`src/hw/rtl/u8cc_pkg.sv`:
```
// Shared types for the UTF-8 validating character counter.
package u8cc_pkg;

  localparam int unsigned CP_BITS  = 21;
  localparam int unsigned OUT_CNT_BITS = 16;

  typedef struct packed {
    logic [7:0] data_byte;
    logic       end_of_string;
  } in_word_t;

  typedef struct packed {
    logic                    char_valid;
    logic [CP_BITS-1:0]      code_point;
    logic                    seq_rejected;
    logic [OUT_CNT_BITS-1:0] running_count;
    logic                    string_done;
  } out_word_t;

  localparam logic [1:0] LEN_NONE  = 2'd0;
  localparam logic [1:0] LEN_TWO   = 2'd1;
  localparam logic [1:0] LEN_THREE = 2'd2;
  localparam logic [1:0] LEN_FOUR  = 2'd3;

endpackage

```
`src/hw/rtl/u8cc_stream_if.sv`:
```
// Valid/ready stream interface carrying one word of a given payload type.
interface u8cc_stream_if #(parameter type T = logic);
  logic valid;
  logic ready;
  T     payload;

  modport source (output valid, output payload, input ready);
  modport sink   (input valid, input payload, output ready);
endinterface

```
`src/hw/rtl/utf8_validating_char_counter.sv`:
```
// UTF-8 decoder and validator with a saturating per-string character count.
// Result words are registered: output stage, or skid stage while output stalls.
// Throughput: one byte per cycle while the skid stage is empty; a skid stage
// keeps input open for one word while the output is stalled.
// Reset (rst, synchronous): clears decode state and count, empties both output stages.
module utf8_validating_char_counter #(
  parameter int unsigned COUNT_BITS = 16
) (
  input logic clk,
  input logic rst,
  u8cc_stream_if.sink   stream,
  u8cc_stream_if.source chars
);
  import u8cc_pkg::*;

  localparam int unsigned EXT_BITS = (COUNT_BITS > OUT_CNT_BITS) ? COUNT_BITS : OUT_CNT_BITS;

  logic [1:0]            pend, pend_next;
  logic [1:0]            llen, llen_next;
  logic [CP_BITS-1:0]    acc, acc_next;
  logic                  skip, skip_next;
  logic [COUNT_BITS-1:0] count, count_next;

  logic      out_valid, skid_valid;
  out_word_t out_word, skid_word;
  out_word_t res;

  in_word_t           in_w;
  logic               accept;
  logic               is_cont, start, valid, rej;
  logic [CP_BITS-1:0] cp, acc_shift;
  logic [EXT_BITS-1:0] count_ext;

  function automatic logic cp_ok(input logic [1:0] len, input logic [CP_BITS-1:0] v);
    logic ok;
    case (len)
      LEN_NONE:  ok = 1'b0;
      LEN_TWO:   ok = (v > 21'h7F);
      LEN_THREE: ok = (v > 21'h7FF) && (v[15:11] != 5'b11011);
      default:   ok = (v > 21'hFFFF) && (v < 21'h110000);
    endcase
    return ok;
  endfunction

  assign in_w         = stream.payload;
  assign stream.ready = !skid_valid;
  assign accept       = stream.valid && stream.ready;

  assign is_cont   = (in_w.data_byte[7:6] == 2'b10);
  assign acc_shift = {acc[CP_BITS-7:0], in_w.data_byte[5:0]};

  always_comb begin
    pend_next  = pend;
    llen_next  = llen;
    acc_next   = acc;
    skip_next  = skip;
    count_next = count;
    valid      = 1'b0;
    rej        = 1'b0;
    start      = 1'b0;
    cp         = '0;

    if (pend != 2'd0) begin
      if (is_cont) begin
        acc_next  = acc_shift;
        pend_next = pend - 2'd1;
        if (pend == 2'd1) begin
          if (cp_ok(llen, acc_shift)) begin
            valid = 1'b1;
            cp    = acc_shift;
          end else begin
            rej = 1'b1;
          end
        end
      end else begin
        rej       = 1'b1;
        pend_next = 2'd0;
        start     = 1'b1;
      end
    end else if (!(skip && is_cont)) begin
      start = 1'b1;
    end

    if (start) begin
      skip_next = 1'b0;
      if (!in_w.data_byte[7]) begin
        valid = 1'b1;
        cp    = {13'd0, in_w.data_byte};
      end else if (in_w.data_byte[7:5] == 3'b110) begin
        acc_next  = {16'd0, in_w.data_byte[4:0]};
        pend_next = 2'd1;
        llen_next = LEN_TWO;
      end else if (in_w.data_byte[7:4] == 4'b1110) begin
        acc_next  = {17'd0, in_w.data_byte[3:0]};
        pend_next = 2'd2;
        llen_next = LEN_THREE;
      end else if (in_w.data_byte[7:3] == 5'b11110) begin
        acc_next  = {18'd0, in_w.data_byte[2:0]};
        pend_next = 2'd3;
        llen_next = LEN_FOUR;
      end else begin
        rej       = 1'b1;
        skip_next = 1'b1;
      end
    end

    if (valid && (count != {COUNT_BITS{1'b1}})) begin
      count_next = count + COUNT_BITS'(1);
    end

    if (in_w.end_of_string && (pend_next != 2'd0)) begin
      rej = 1'b1;
    end

    count_ext = EXT_BITS'(count_next);

    res.char_valid    = valid;
    res.code_point    = cp;
    res.seq_rejected  = rej;
    res.running_count = (count_ext > EXT_BITS'(17'h0FFFF)) ? {OUT_CNT_BITS{1'b1}}
                                                           : count_ext[OUT_CNT_BITS-1:0];
    res.string_done   = in_w.end_of_string;
  end

  always_ff @(posedge clk) begin
    if (rst) begin
      pend  <= '0;
      llen  <= '0;
      acc   <= '0;
      skip  <= 1'b0;
      count <= '0;
    end else if (accept) begin
      if (in_w.end_of_string) begin
        pend  <= '0;
        llen  <= '0;
        acc   <= '0;
        skip  <= 1'b0;
        count <= '0;
      end else begin
        pend  <= pend_next;
        llen  <= llen_next;
        acc   <= acc_next;
        skip  <= skip_next;
        count <= count_next;
      end
    end
  end

  // output register with one-word skid
  always_ff @(posedge clk) begin
    if (rst) begin
      out_valid  <= 1'b0;
      skid_valid <= 1'b0;
    end else if (!out_valid || chars.ready) begin
      if (skid_valid) begin
        out_valid  <= 1'b1;
        skid_valid <= 1'b0;
      end else begin
        out_valid <= accept;
      end
    end else if (accept) begin
      skid_valid <= 1'b1;
    end
  end

  always_ff @(posedge clk) begin
    if (!out_valid || chars.ready) begin
      out_word <= skid_valid ? skid_word : res;
    end else if (accept) begin
      skid_word <= res;
    end
  end

  assign chars.valid   = out_valid;
  assign chars.payload = out_word;

endmodule

```
`src/flat_wrapper.sv`:
```
// flat-port wrapper written by rule: the top's interface ports become plain ports
module utf8_validating_char_counter_flat import u8cc_pkg::*;
#(
  parameter int unsigned COUNT_BITS = 16
)
  (clk, rst, stream_valid, stream_payload, stream_ready, chars_valid, chars_payload, chars_ready);
  u8cc_stream_if #(.T(in_word_t)) stream_i ();
  u8cc_stream_if #(.T(out_word_t)) chars_i ();
  input logic clk;
  input logic rst;
  input wire logic [$bits(stream_i.valid)-1:0] stream_valid;
  input wire logic [$bits(stream_i.payload)-1:0] stream_payload;
  output wire logic [$bits(stream_i.ready)-1:0] stream_ready;
  output wire logic [$bits(chars_i.valid)-1:0] chars_valid;
  output wire logic [$bits(chars_i.payload)-1:0] chars_payload;
  input wire logic [$bits(chars_i.ready)-1:0] chars_ready;
  assign stream_i.valid = stream_valid;
  assign stream_i.payload = stream_payload;
  assign stream_ready = stream_i.ready;
  assign chars_valid = chars_i.valid;
  assign chars_payload = chars_i.payload;
  assign chars_i.ready = chars_ready;
  utf8_validating_char_counter #(.COUNT_BITS(COUNT_BITS)) u_core (.clk(clk), .rst(rst), .stream(stream_i), .chars(chars_i));
endmodule
```
`config.mk`:
```
export PLATFORM = sky130hd
export DESIGN_NAME = utf8_validating_char_counter_flat
export DESIGN_NICKNAME = d
export VERILOG_FILES = /design/src/hw/rtl/u8cc_pkg.sv /design/src/hw/rtl/u8cc_stream_if.sv /design/src/hw/rtl/utf8_validating_char_counter.sv /design/src/flat_wrapper.sv
export SDC_FILE = /design/constraint.sdc
export NUM_CORES = 1
export LEC_CHECK = 0
export ABC_CLOCK_PERIOD_IN_PS = 4800
export BUFFER_PORTS_ARGS = -buffer_cell sky130_fd_sc_hd__buf_2
export CORE_AREA = 2 2 74 147
export DETAILED_ROUTE_END_ITERATION = 10
export DIE_AREA = 0 0 76 149
export PLACE_DENSITY_LB_ADDON = 0.08
export SETUP_SLACK_MARGIN = 0.2
export SYNTH_ARGS = -nofsm -noshare
export SYNTH_HDL_FRONTEND = slang
export SYNTH_SLANG_ARGS = --single-unit
```
`constraint.sdc`:
```
create_clock -name clk -period 4.8 [get_ports clk]
set_input_delay 0.96 -clock clk [delete_from_list [all_inputs] [get_ports clk]]
set_output_delay 0.96 -clock clk [all_outputs]
set_load 0.02 [all_outputs]
```
==> flow_metrics.env, run 1 <==
export IMPL_status="finished clean"
export IMPL_overflow=0
export IMPL_critPathSlowestCell="a31oi_4"
export IMPL_synth_enable_flop_cells=80
export IMPL_finalPower_mw=2.60
export IMPL_grt_pass1_vias=3694
export IMPL_setup_slack_ns=1.82
export IMPL_fin_cells=686
export IMPL_numPortBuffers=54
export IMPL_drt_wl_total_mm=12.0
export IMPL_cts_buffers=17
export IMPL_end_kind="register"
export IMPL_crit_fanout=12
export IMPL_ff_latch_area_um2=3160
export IMPL_maxCapViolations=0
export IMPL_wl_per_cell_um=17.5
export IMPL_crit_chain="inv_1 > ha_1 > nand4bb_1 > a211oi_2 > o211ai_4 > a31oi_4 > mux2_1 > mux2_2"
export IMPL_slowest_delay_ns=0.42
export IMPL_final_util=0.634
export IMPL_power_density_nw_per_um2=399
export IMPL_finalCritPeriodShare=0.621
export IMPL_synth_ff_type="edfxtp_1"
export IMPL_multiInputGateArea_um2=2190
export IMPL_tns_ns=0
export IMPL_vias=4057
export IMPL_place_inst=654
export IMPL_clockBufferDepth=2
export IMPL_slew_headroom=0.195
export IMPL_post_cts_buffers=0
export IMPL_pre_cts_ws_ns=1.45
export IMPL_hold_class="register to register"
export IMPL_synthTopCellsByArea="edfxtp_1, dfxtp_1, mux2_2"
export IMPL_drtIter0Drc=257
export IMPL_via_per_inst=5.91
export IMPL_core_area_um2=10300
export IMPL_max_freq_ghz=0.336
export IMPL_die_x_um=76
export IMPL_max_vdd_ir_drop_mv=0.261
export IMPL_cts_sinks=118
export IMPL_num_rows=53
export IMPL_drt_pass1_iter_count=5
export IMPL_hold_worst_slack_ns=0.507
export IMPL_grt_max_degree=44
export IMPL_ys_types=68
export IMPL_clk_pin_slew_worst_paths_ns=0.06
export IMPL_synthCells=485
export IMPL_slew_viol_final=0
export IMPL_cp_num_buf_inv=1
export IMPL_clk_latency_ns=0.41
export IMPL_synth_seq_cells=118
export IMPL_drive_above_1_share=0.253
export IMPL_fillers=822
export IMPL_initial_core_util=0.539
export IMPL_hold_buffers=0
export IMPL_dpl_cell_area_um2=5900
export IMPL_gp_congestion=0.900
export IMPL_yosysSeqAreaShare=0.571
export IMPL_cts_root_buf="clkbuf_16"
export IMPL_cts_tree="built"
export IMPL_fin_crit_ns=2.98
export IMPL_hpwl_mm=7.81
export IMPL_rsz0062_at_grt="no"
export IMPL_worst_pin_slew_ns=1.21
export IMPL_drtAntennaViolNets=0
export IMPL_dieArea_um2=11300
export IMPL_finalInstanceArea_um2=6520
export IMPL_path_class="register to register"
export IMPL_drc=0
export IMPL_crit_required_ns=4.96
export IMPL_synth_top_area_cell="edfxtp_1"
export IMPL_num_antenna_cells=0
export IMPL_crit_family="compound AO/OA/AOI/OAI gates"
export IMPL_grt_pass1_wl_mm=19.3
export IMPL_ys_warnings_count=0
export IMPL_hold_viol=0
export IMPL_crit_arrival_ns=3.14
export IMPL_nets=552
export IMPL_cts_max_level=4
export IMPL_grt_antenna_before_repair=0
export IMPL_ios=55
export IMPL_clock_skew_ns=0.00788
export IMPL_die_h_um=149
export IMPL_post_cts_resize_count=0
export IMPL_setup_viol=0
export IMPL_avgSynthCellArea_um2=11.4
export IMPL_async_flop_share=0
export IMPL_grt_total_usage=0.221
export IMPL_synthesis_area_um2=5540
export IMPL_areaGrowthSynthToFinish_pct=17.7
export IMPL_syn_nets=501
export IMPL_p_leak_nw=2.44
export IMPL_cp_start_kind="register"
export IMPL_synth_top_area_frac=0.434
[logic make-up after synthesis]
family,count (synthesis),share of synthesized area
muxes,32,0.0651
xor gates and xnor gates,11,0.0174
and+or+nand+nor,170,0.160
adders and majority gates,3,0.00678
DFF,118,0.571
AOI/OAI and AO/OA,106,0.145
buffers and inverters,45,0.0348
[area by class of cell]
type	instances	area share
sequential	118	0.485
clock inverter	15	0.0294
multi-input combinational	322	0.336
inverter	18	0.0104
tap	137	0.0263
timing repair buffer	59	0.0472
clock buffer	17	0.0652
[worst min-delay path, cell delays in order (launching register included)]
cell and delay [ns]:
dfxtp_1 0.34, nand2_1 0.07, a21oi_1 0.06
[layout by cell type, fill, tap and decap left out, drive strengths merged, types with 3 or more instances in the layout]
cell / synthesis / layout
edfxtp: 80 / 80
buf: 7 / 59
nand2: 50 / 50
dfxtp: 38 / 38
mux2: 32 / 32
nor2: 30 / 30
and2: 25 / 25
inv: 17 / 24
a21oi: 22 / 22
nand3: 20 / 20
clkbuf: 20 / 17
a31oi: 15 / 15
nand4: 12 / 12
o21ai: 10 / 10
nor3: 9 / 9
xnor2: 8 / 8
o211ai: 7 / 7
nand2b: 6 / 6
a311o: 5 / 5
clkinvlp: 0 / 5
nor4: 5 / 5
o31ai: 5 / 5
and3: 4 / 4
a22oi: 4 / 4
xor2: 3 / 3
a41oi: 3 / 3
a31o: 3 / 3
o311ai: 3 / 3
a32oi: 3 / 3
o41ai: 3 / 3
ha: 3 / 3
bufinv: 0 / 3
a311oi: 3 / 3
[flip-flops by register name (all words and copies together), names as in the netlist]
name                  count
u_core.skid_valid         1
u_core.acc               15
u_core.chars.payload     40
u_core.skip               1
u_core.llen               2
u_core.skid_word         40
u_core.pend               2
u_core.count             16
u_core.chars.valid        1
[cells in the mapped netlist, types with 3 or more instances]
cell type	n
edfxtp_1	80
nand2_1	49
dfxtp_1	38
mux2_2	31
nor2_1	30
and2_1	25
a21oi_1	22
clkbuf_1	20
nand3_1	19
inv_1	17
a31oi_1	14
nand4_1	11
o21ai_0	10
nor3_1	8
xnor2_1	8
nand2b_1	6
o211ai_1	6
a311o_1	5
a22oi_1	4
and3_1	4
buf_2	4
nor4_1	4
o31ai_1	4
a31o_2	3
a32oi_1	3
a41oi_1	3
ha_1	3
o311ai_0	3
o41ai_1	3
xor2_1	3
[metal layers]
metal | vias up | global-route usage | part of all wire
met5 | - | 0 | 0
met4 | 0 | 0.101 | 0.017
met3 | 20 | 0.0442 | 0.057
met2 | 129 | 0.354 | 0.48
met1 | 1963 | 0.291 | 0.44
li1 | 1945 | - | -
[path summary, 6_finish.rpt]
check                                   start                                 to  slack [ns]  cells after the start
setup / recovery  u_core.pend[0]$_SDFFE_PP0P_  u_core.chars.payload[2]$_DFFE_PP_        1.82                      8
hold / removal     u_core.acc[9]$_SDFFE_PP0P_         u_core.acc[9]$_SDFFE_PP0P_        0.51                      2
setup reg to reg  u_core.pend[0]$_SDFFE_PP0P_  u_core.chars.payload[2]$_DFFE_PP_        1.82                      8
hold reg to reg    u_core.acc[9]$_SDFFE_PP0P_         u_core.acc[9]$_SDFFE_PP0P_        0.51                      2
[power breakdown]
part	switching [mW]	leakage, nW	internal, mW
clock network	0.488	0.286	0.828
logic	0.108	1.03	0.0477
registers	0.0102	1.12	1.12
total	0.606	2.44	1.99
No activity file was read; power rests on OpenSTA's default activity.
==> run 2, diff against run 1 <==
- ABC_AREA: default -> 1
- ABC_CLOCK_PERIOD_IN_PS: 4800 -> 2800
- CORE_AREA: 2 2 74 147 -> 2 2 73 145
- DIE_AREA: 0 0 76 149 -> 0 0 75 147
- clock period: 4.8 -> 2.8 ns (I/O delays scaled with it)
==> run 2 against run 1 <==
Clock power is 67% higher. Fmax increased by 27%. Die area is 2.6% lower. Area after synthesis down 2.8%. Register-to-register slack got worse by 1.4 ns. Sequential share of layout area is 0.89 points higher. Clock skew is 0.0016 ns lower. Flip-flop and latch count unchanged. Setup slack got worse by 1.4 ns. Critical path depth grew 3. Sequential power rose by 72%. Highest routed layer unchanged.
==> flow_metrics.env, run 2 <==
export IMPL_synth_seq_cells=118
export IMPL_drive_above_1_share=0.196
export IMPL_vias=4054
export IMPL_final_cell_mix="nand2_1, edfxtp_1, nor2_1"
export IMPL_cp_start_kind="register"
export IMPL_post_cts_resize_count=0
export IMPL_clk_latency_ns=0.41
export IMPL_grt_pass1_vias=3930
export IMPL_m1WireLength_mm=5.12
export IMPL_drt_pass1_iter_count=4
export IMPL_synth_xor_area_frac=0.0179
export IMPL_ys_warnings_count=0
export IMPL_sw_frac_of_total=0.229
export IMPL_clk_pin_slew_worst_paths_ns=0.06
export IMPL_areaGrowthSynthToFinish_pct=19.0
export IMPL_crit_chain="inv_1 > ha_1 > inv_1 > nand2_4 > nor2_4 > nand4_4 > nand2_4 > nand3_1 > and2_1 > nand2_1 > nand2_1"
export IMPL_dieArea_um2=11000
export IMPL_fin_crit_ns=2.35
export IMPL_switching_power_mw=1.01
export IMPL_core_area_um2=9950
export IMPL_clockBufferDepth=2
export IMPL_avgSynthCellArea_um2=9.15
export IMPL_grt_max_degree=43
export IMPL_via_per_inst=5.11
export IMPL_slowest_delay_ns=0.37
export IMPL_synthTopCellsByArea="edfxtp_1, dfxtp_1, nand2_1"
export IMPL_cts_sinks=118
export IMPL_yosys_area_share_simple=0.254
export IMPL_pre_cts_ws_ns=0.397
export IMPL_cts_root_buf="clkbuf_16"
export IMPL_tns_ns=0
export IMPL_clock_skew_ns=0.00633
export IMPL_synth_adder_area_share=0.00698
export IMPL_die_h_um=147
export IMPL_seqPwrFrac=0.440
export IMPL_cts_tree="built"
export IMPL_synth_most_common_cell="nand2_1"
export IMPL_finalPower_mw=4.40
export IMPL_path_class="register to register"
export IMPL_die_x_um=75
export IMPL_synth_top_area_cell="edfxtp_1"
export IMPL_initial_core_util=0.541
export IMPL_synthCells=588
export IMPL_ys_types=34
export IMPL_p_leak_nw=2.65
export IMPL_nets=661
export IMPL_cts_max_level=4
export IMPL_grt_total_usage=0.224
export IMPL_hpwl_mm=7.29
export IMPL_drtAntennaViolNets=0
export IMPL_internal_power_mw=3.40
export IMPL_setup_slack_ns=0.452
export IMPL_clkPwrFrac=0.501
export IMPL_cts_buffers=17
export IMPL_slew_viol_final=0
export IMPL_slew_headroom=0.613
export IMPL_yosysSeqAreaShare=0.588
export IMPL_met2_length_mm=5.61
export IMPL_power_density_nw_per_um2=688
export IMPL_critPathSlowestCell="dfxtp_1"
export IMPL_wl_per_cell_um=14.3
export IMPL_post_cts_buffers=0
export IMPL_syn_nets=604
export IMPL_met3WireLength_um=466
export IMPL_synth_ff_type="edfxtp_1"
export IMPL_maxCapViolations=0
export IMPL_synth_compound_area_frac=0.0714
export IMPL_hold_buffers=0
export IMPL_num_rows=52
export IMPL_synth_enable_flop_cells=80
export IMPL_grt_pass1_wl_mm=18.8
export IMPL_hold_viol=0
export IMPL_hold_class="primary input to register"
export IMPL_synthesis_area_um2=5380
export IMPL_crit_fanout=22
export IMPL_ios=55
export IMPL_cp_num_buf_inv=2
export IMPL_final_common_cell="nand2_1"
export IMPL_overflow=0
export IMPL_drc=0
export IMPL_drtIter0Drc=290
export IMPL_setup_viol=0
export IMPL_finalCritPeriodShare=0.838
export IMPL_synthMuxAreaShare=0
export IMPL_worst_pin_slew_ns=0.579
export IMPL_pwr_share_comb=0.058
export IMPL_numPortBuffers=54
export IMPL_grt_antenna_before_repair=0
export IMPL_top_layer_used="met4"
export IMPL_max_vdd_ir_drop_mv=0.635
export IMPL_rsz0062_at_grt="no"
export IMPL_ys_top_cells_by_count="nand2_1, edfxtp_1, nor2_1"
export IMPL_synth_top_family_by_area="simple AND/OR/NAND/NOR gates"
export IMPL_crit_required_ns=2.96
export IMPL_status="finished clean"
export IMPL_num_antenna_cells=0
export IMPL_synth_top_area_frac=0.446
export IMPL_gp_congestion=0.868
export IMPL_drt_wl_total_mm=11.3
export IMPL_crit_family="simple AND/OR/NAND/NOR gates"
export IMPL_max_freq_ghz=0.426
export IMPL_crit_arrival_ns=2.51
export IMPL_async_flop_share=0
export IMPL_end_kind="register"
-- run 2: changes by cell type after synthesis, moves of 8 or more --
cell / change
nor2_1: +34
mux2_2: -31
nand3_1: +15
inv_1: +35
nand2_2: +16
nand2_1: +122
a211oi_1: +11
and2_1: -23
nand4_1: -8
-- run 2: routing by layer --
layer	GRT usage	vias up
met2	0.348	87
met1	0.302	1894
met3	0.0576	9
met4	0.0786	0
li1	-	2064
met5	0	-
-- run 2: worst paths after layout --
| kind | to | cells after the start | from | slack [ns] |
|---|---|---|---|---|
| hold / removal | u_core.skid_word[0]$_DFFE_PP_ | 1 | stream_payload[0] | 0.43 |
| setup / recovery | u_core.chars.payload[13]$_DFFE_PP_ | 11 | u_core.pend[0]$_SDFFE_PP0P_ | 0.45 |
| setup reg to reg | u_core.chars.payload[13]$_DFFE_PP_ | 11 | u_core.pend[0]$_SDFFE_PP0P_ | 0.45 |
| hold reg to reg | u_core.skip$_SDFFE_PP0P_ | 2 | u_core.skip$_SDFFE_PP0P_ | 0.46 |
-- run 2: worst register-to-register path: stages (launching register included) --
cell	delay [ns]
dfxtp_1	0.37
inv_1	0.08
ha_1	0.21
inv_1	0.15
nand2_4	0.11
nor2_4	0.11
nand4_4	0.25
nand2_4	0.33
nand3_1	0.16
and2_1	0.20
nand2_1	0.07
nand2_1	0.06
-- run 2: logic make-up (layout without fill, tap and decap cells) --
| group | after synthesis | in the layout |
|---|---|---|
| flip-flops | 118 | 118 |
| adder cells (fa/ha/maj) | 3 | 3 |
| AND/OR/NAND/NOR | 309 | 309 |
| buffers and inverters | 81 | 151 |
| AO/OA/AOI/OAI | 66 | 66 |
| XOR/XNOR | 11 | 11 |
-- run 2: layout make-up --
type	instances	area [um2]
timing repair buffer	63	350
inverter	56	210
multi-input combinational	389	1900
fill	861	3550
sequential	118	3160
clock buffer	17	425
clock inverter	15	180
tap	135	169
-- run 2: power groups by stage --
stage	logic, mW	registers, mW	clock network [mW]
after floorplan	0.114	2.03	0
after global placement	0.253	1.97	0
after detailed placement	0.257	1.98	0
after CTS	0.258	1.94	2.23
after global routing	0.283	1.95	2.30
final	0.257	1.94	2.21
-- run 2: metrics by stage --
stage / cells / hold WS, ns / area [um2] / util
global route: 793 / 0.450 / 6400 / 0.643
detailed placement: 761 / 0.455 / 5800 / 0.582
global placement: 761 / 0.451 / 5800 / 0.582
CTS: 793 / 0.425 / 6400 / 0.643
floorplan: 588 / 0.440 / 5390 / -
finish: 793 / 0.434 / 6400 / 0.643
==> run 3, diff against run 2 <==
- ABC_AREA: 1 -> 0
- ABC_CLOCK_PERIOD_IN_PS: 2800 -> 2200
- CORE_AREA: 2 2 73 145 -> 2 2 74 147
- DIE_AREA: 0 0 75 147 -> 0 0 76 149
- clock period: 2.8 -> 2.2 ns (I/O delays scaled with it)
==> run 3 against run 2 <==
Global-route usage up 3.3 points. Count of clock-buffer cells in the layout unchanged. The run now ends with setup timing left. First-iteration DRC count up 38%.
==> flow_metrics.env, run 3 (synthesis results as in run 1) <==
export IMPL_slew_headroom=0.631
export IMPL_final_common_cell="edfxtp_1"
export IMPL_overflow=0
export IMPL_r2r_end="u_core.chars.payload[24]$_DFFE_PP_"
export IMPL_nets=646
export IMPL_num_antenna_cells=0
export IMPL_finalInstanceArea_um2=7960
export IMPL_max_freq_ghz=0.423
export IMPL_cts_max_level=4
export IMPL_cts_buffers=17
export IMPL_vias=4600
export IMPL_finalCritPeriodShare=1.07
export IMPL_hpwl_mm=9.19
export IMPL_maxCapViolations=0
export IMPL_grt_total_usage=0.257
export IMPL_dieArea_um2=11300
export IMPL_place_inst=727
export IMPL_ff_latch_area_um2=3170
export IMPL_drt_pass1_iter_count=6
export IMPL_setup_viol=56
export IMPL_gp_congestion=0.873
export IMPL_wl_per_cell_um=19.7
export IMPL_clockBufferDepth=2
export IMPL_num_rows=53
export IMPL_cts_tree="built"
export IMPL_initial_core_util=0.539
export IMPL_power_density_nw_per_um2=714
export IMPL_status="complete, but fails checks"
export IMPL_pre_cts_ws_ns=-0.255
export IMPL_end_kind="register"
export IMPL_violations="setup timing"
export IMPL_worst_pin_slew_ns=0.552
export IMPL_worstReg2RegStart="u_core.acc[13]$_SDFFE_PP0P_"
export IMPL_min_from="stream_payload[2]"
export IMPL_cp_start_kind="register"
export IMPL_grt_pass1_vias=4313
export IMPL_clk_pin_slew_worst_paths_ns=0.06
export IMPL_slew_viol_final=0
export IMPL_drive_above_1_share=0.487
export IMPL_crit_fanout=8
export IMPL_crit_required_ns=2.36
export IMPL_core_area_um2=10300
export IMPL_worst_r2r_path_depth=9
export IMPL_grt_pass1_wl_mm=22.5
export IMPL_hold_class="primary input to register"
export IMPL_crit_arrival_ns=2.52
export IMPL_final_cell_mix="edfxtp_1, buf_4, buf_2"
export IMPL_grt_max_degree=41
export IMPL_drtAntennaViolNets=0
export IMPL_p_leak_nw=3.22
export IMPL_drtIter0Drc=399
export IMPL_multiInputGateArea_um2=2800
export IMPL_drt_wl_total_mm=15.3
export IMPL_numPortBuffers=54
export IMPL_cts_sinks=118
export IMPL_fillers=625
export IMPL_cts_root_buf="clkbuf_16"
export IMPL_setup_slack_ns=-0.161
export IMPL_die_h_um=149
export IMPL_clock_skew_ns=0.00786
export IMPL_via_per_inst=5.90
export IMPL_max_vdd_ir_drop_mv=0.568
export IMPL_fin_cells=780
export IMPL_hold_depth=3
export IMPL_areaGrowthSynthToFinish_pct=43.8
export IMPL_grt_antenna_before_repair=0
export IMPL_fin_crit_ns=2.36
export IMPL_r2r_slack_ns=-0.16
export IMPL_rsz0062_at_grt="yes"
export IMPL_worstHoldEndpoint="u_core.acc[1]$_SDFFE_PP0P_"
export IMPL_hold_viol=0
export IMPL_dpl_cell_area_um2=6640
export IMPL_die_x_um=76
export IMPL_path_class="register to register"
export IMPL_drc=0
export IMPL_clk_latency_ns=0.41
export IMPL_ios=55
-- run 3: repair_timing --
action | 4_1_cts | 5_1_grt
endpoints found under the setup margin | 93 | 95
gates cloned | 1 | 2
setup buffers | 7 | 11
hold buffers | 0 | 0
gates resized for setup | 41 | 60
pin swaps | 7 | 30
-- run 3: critical path: stages (launching register included) --
cell and delay (ns):
dfxtp_2 0.34, nor4_4 0.34, buf_4 0.19, xnor2_4 0.08
o211ai_4 0.30, buf_6 0.17, nand2_4 0.07, buf_8 0.15
a22o_1 0.21, mux2_2 0.26
-- run 3: how the worst max path moves through the flow --
stage | start | to | slack, ns | cells after the start
after CTS | u_core.pend[0]$_SDFFE_PP0P_ | u_core.chars.payload[2]$_DFFE_PP_ | -0.17 | 9
after detailed placement | stream_payload[7] | u_core.chars.payload[4]$_DFFE_PP_ | -0.25 | 8
after floorplan | u_core.pend[0]$_SDFFE_PP0P_ | u_core.chars.payload[2]$_DFFE_PP_ | -0.20 | 10
after global placement | stream_payload[7] | u_core.chars.payload[15]$_DFFE_PP_ | -0.18 | 8
after global routing | u_core.pend[0]$_SDFFE_PP0P_ | u_core.chars.payload[4]$_DFFE_PP_ | -0.24 | 8
final | u_core.acc[13]$_SDFFE_PP0P_ | u_core.chars.payload[24]$_DFFE_PP_ | -0.16 | 9
-- run 3: layout make-up --
class,instances,share of cell area
tap,137,0.0215
sequential,118,0.399
timing repair buffer,152,0.144
clock buffer,17,0.0534
clock inverter,15,0.0211
inverter,18,0.00896
multi-input combinational,323,0.352
-- run 3: report_power, final --
| group | total (mW) | leakage (nW) | switching, mW | internal [mW] |
|---|---|---|---|---|
| Combinational | 0.459 | 1.81 | 0.282 | 0.177 |
| Sequential | 2.46 | 1.12 | 0.0260 | 2.44 |
| Clock | 2.77 | 0.286 | 1.07 | 1.69 |
| Total | 5.69 | 3.22 | 1.38 | 4.31 |
-- run 3: stage by stage --
step / util / hold slack, ns / power, mW / setup TNS (ns)
after floorplan: - / 0.453 / 2.75 / -1.39
after global placement: 0.646 / 0.489 / 2.90 / -3.09
after detailed placement: 0.646 / 0.504 / 2.91 / -6.81
after CTS: 0.729 / 0.320 / 5.67 / -4.03
after global routing: 0.775 / 0.355 / 5.84 / -9.77
final: 0.775 / 0.343 / 5.69 / -4.98
-- run 3: layer usage --
layer,track usage,wire (um),part of all wire,vias to the layer above
met5,0,0,0,-
met4,0.0718,333,0.022,0
met3,0.0630,1040,0.068,29
met2,0.438,7800,0.51,215
met1,0.328,6170,0.40,2231
li1,-,-,-,2125
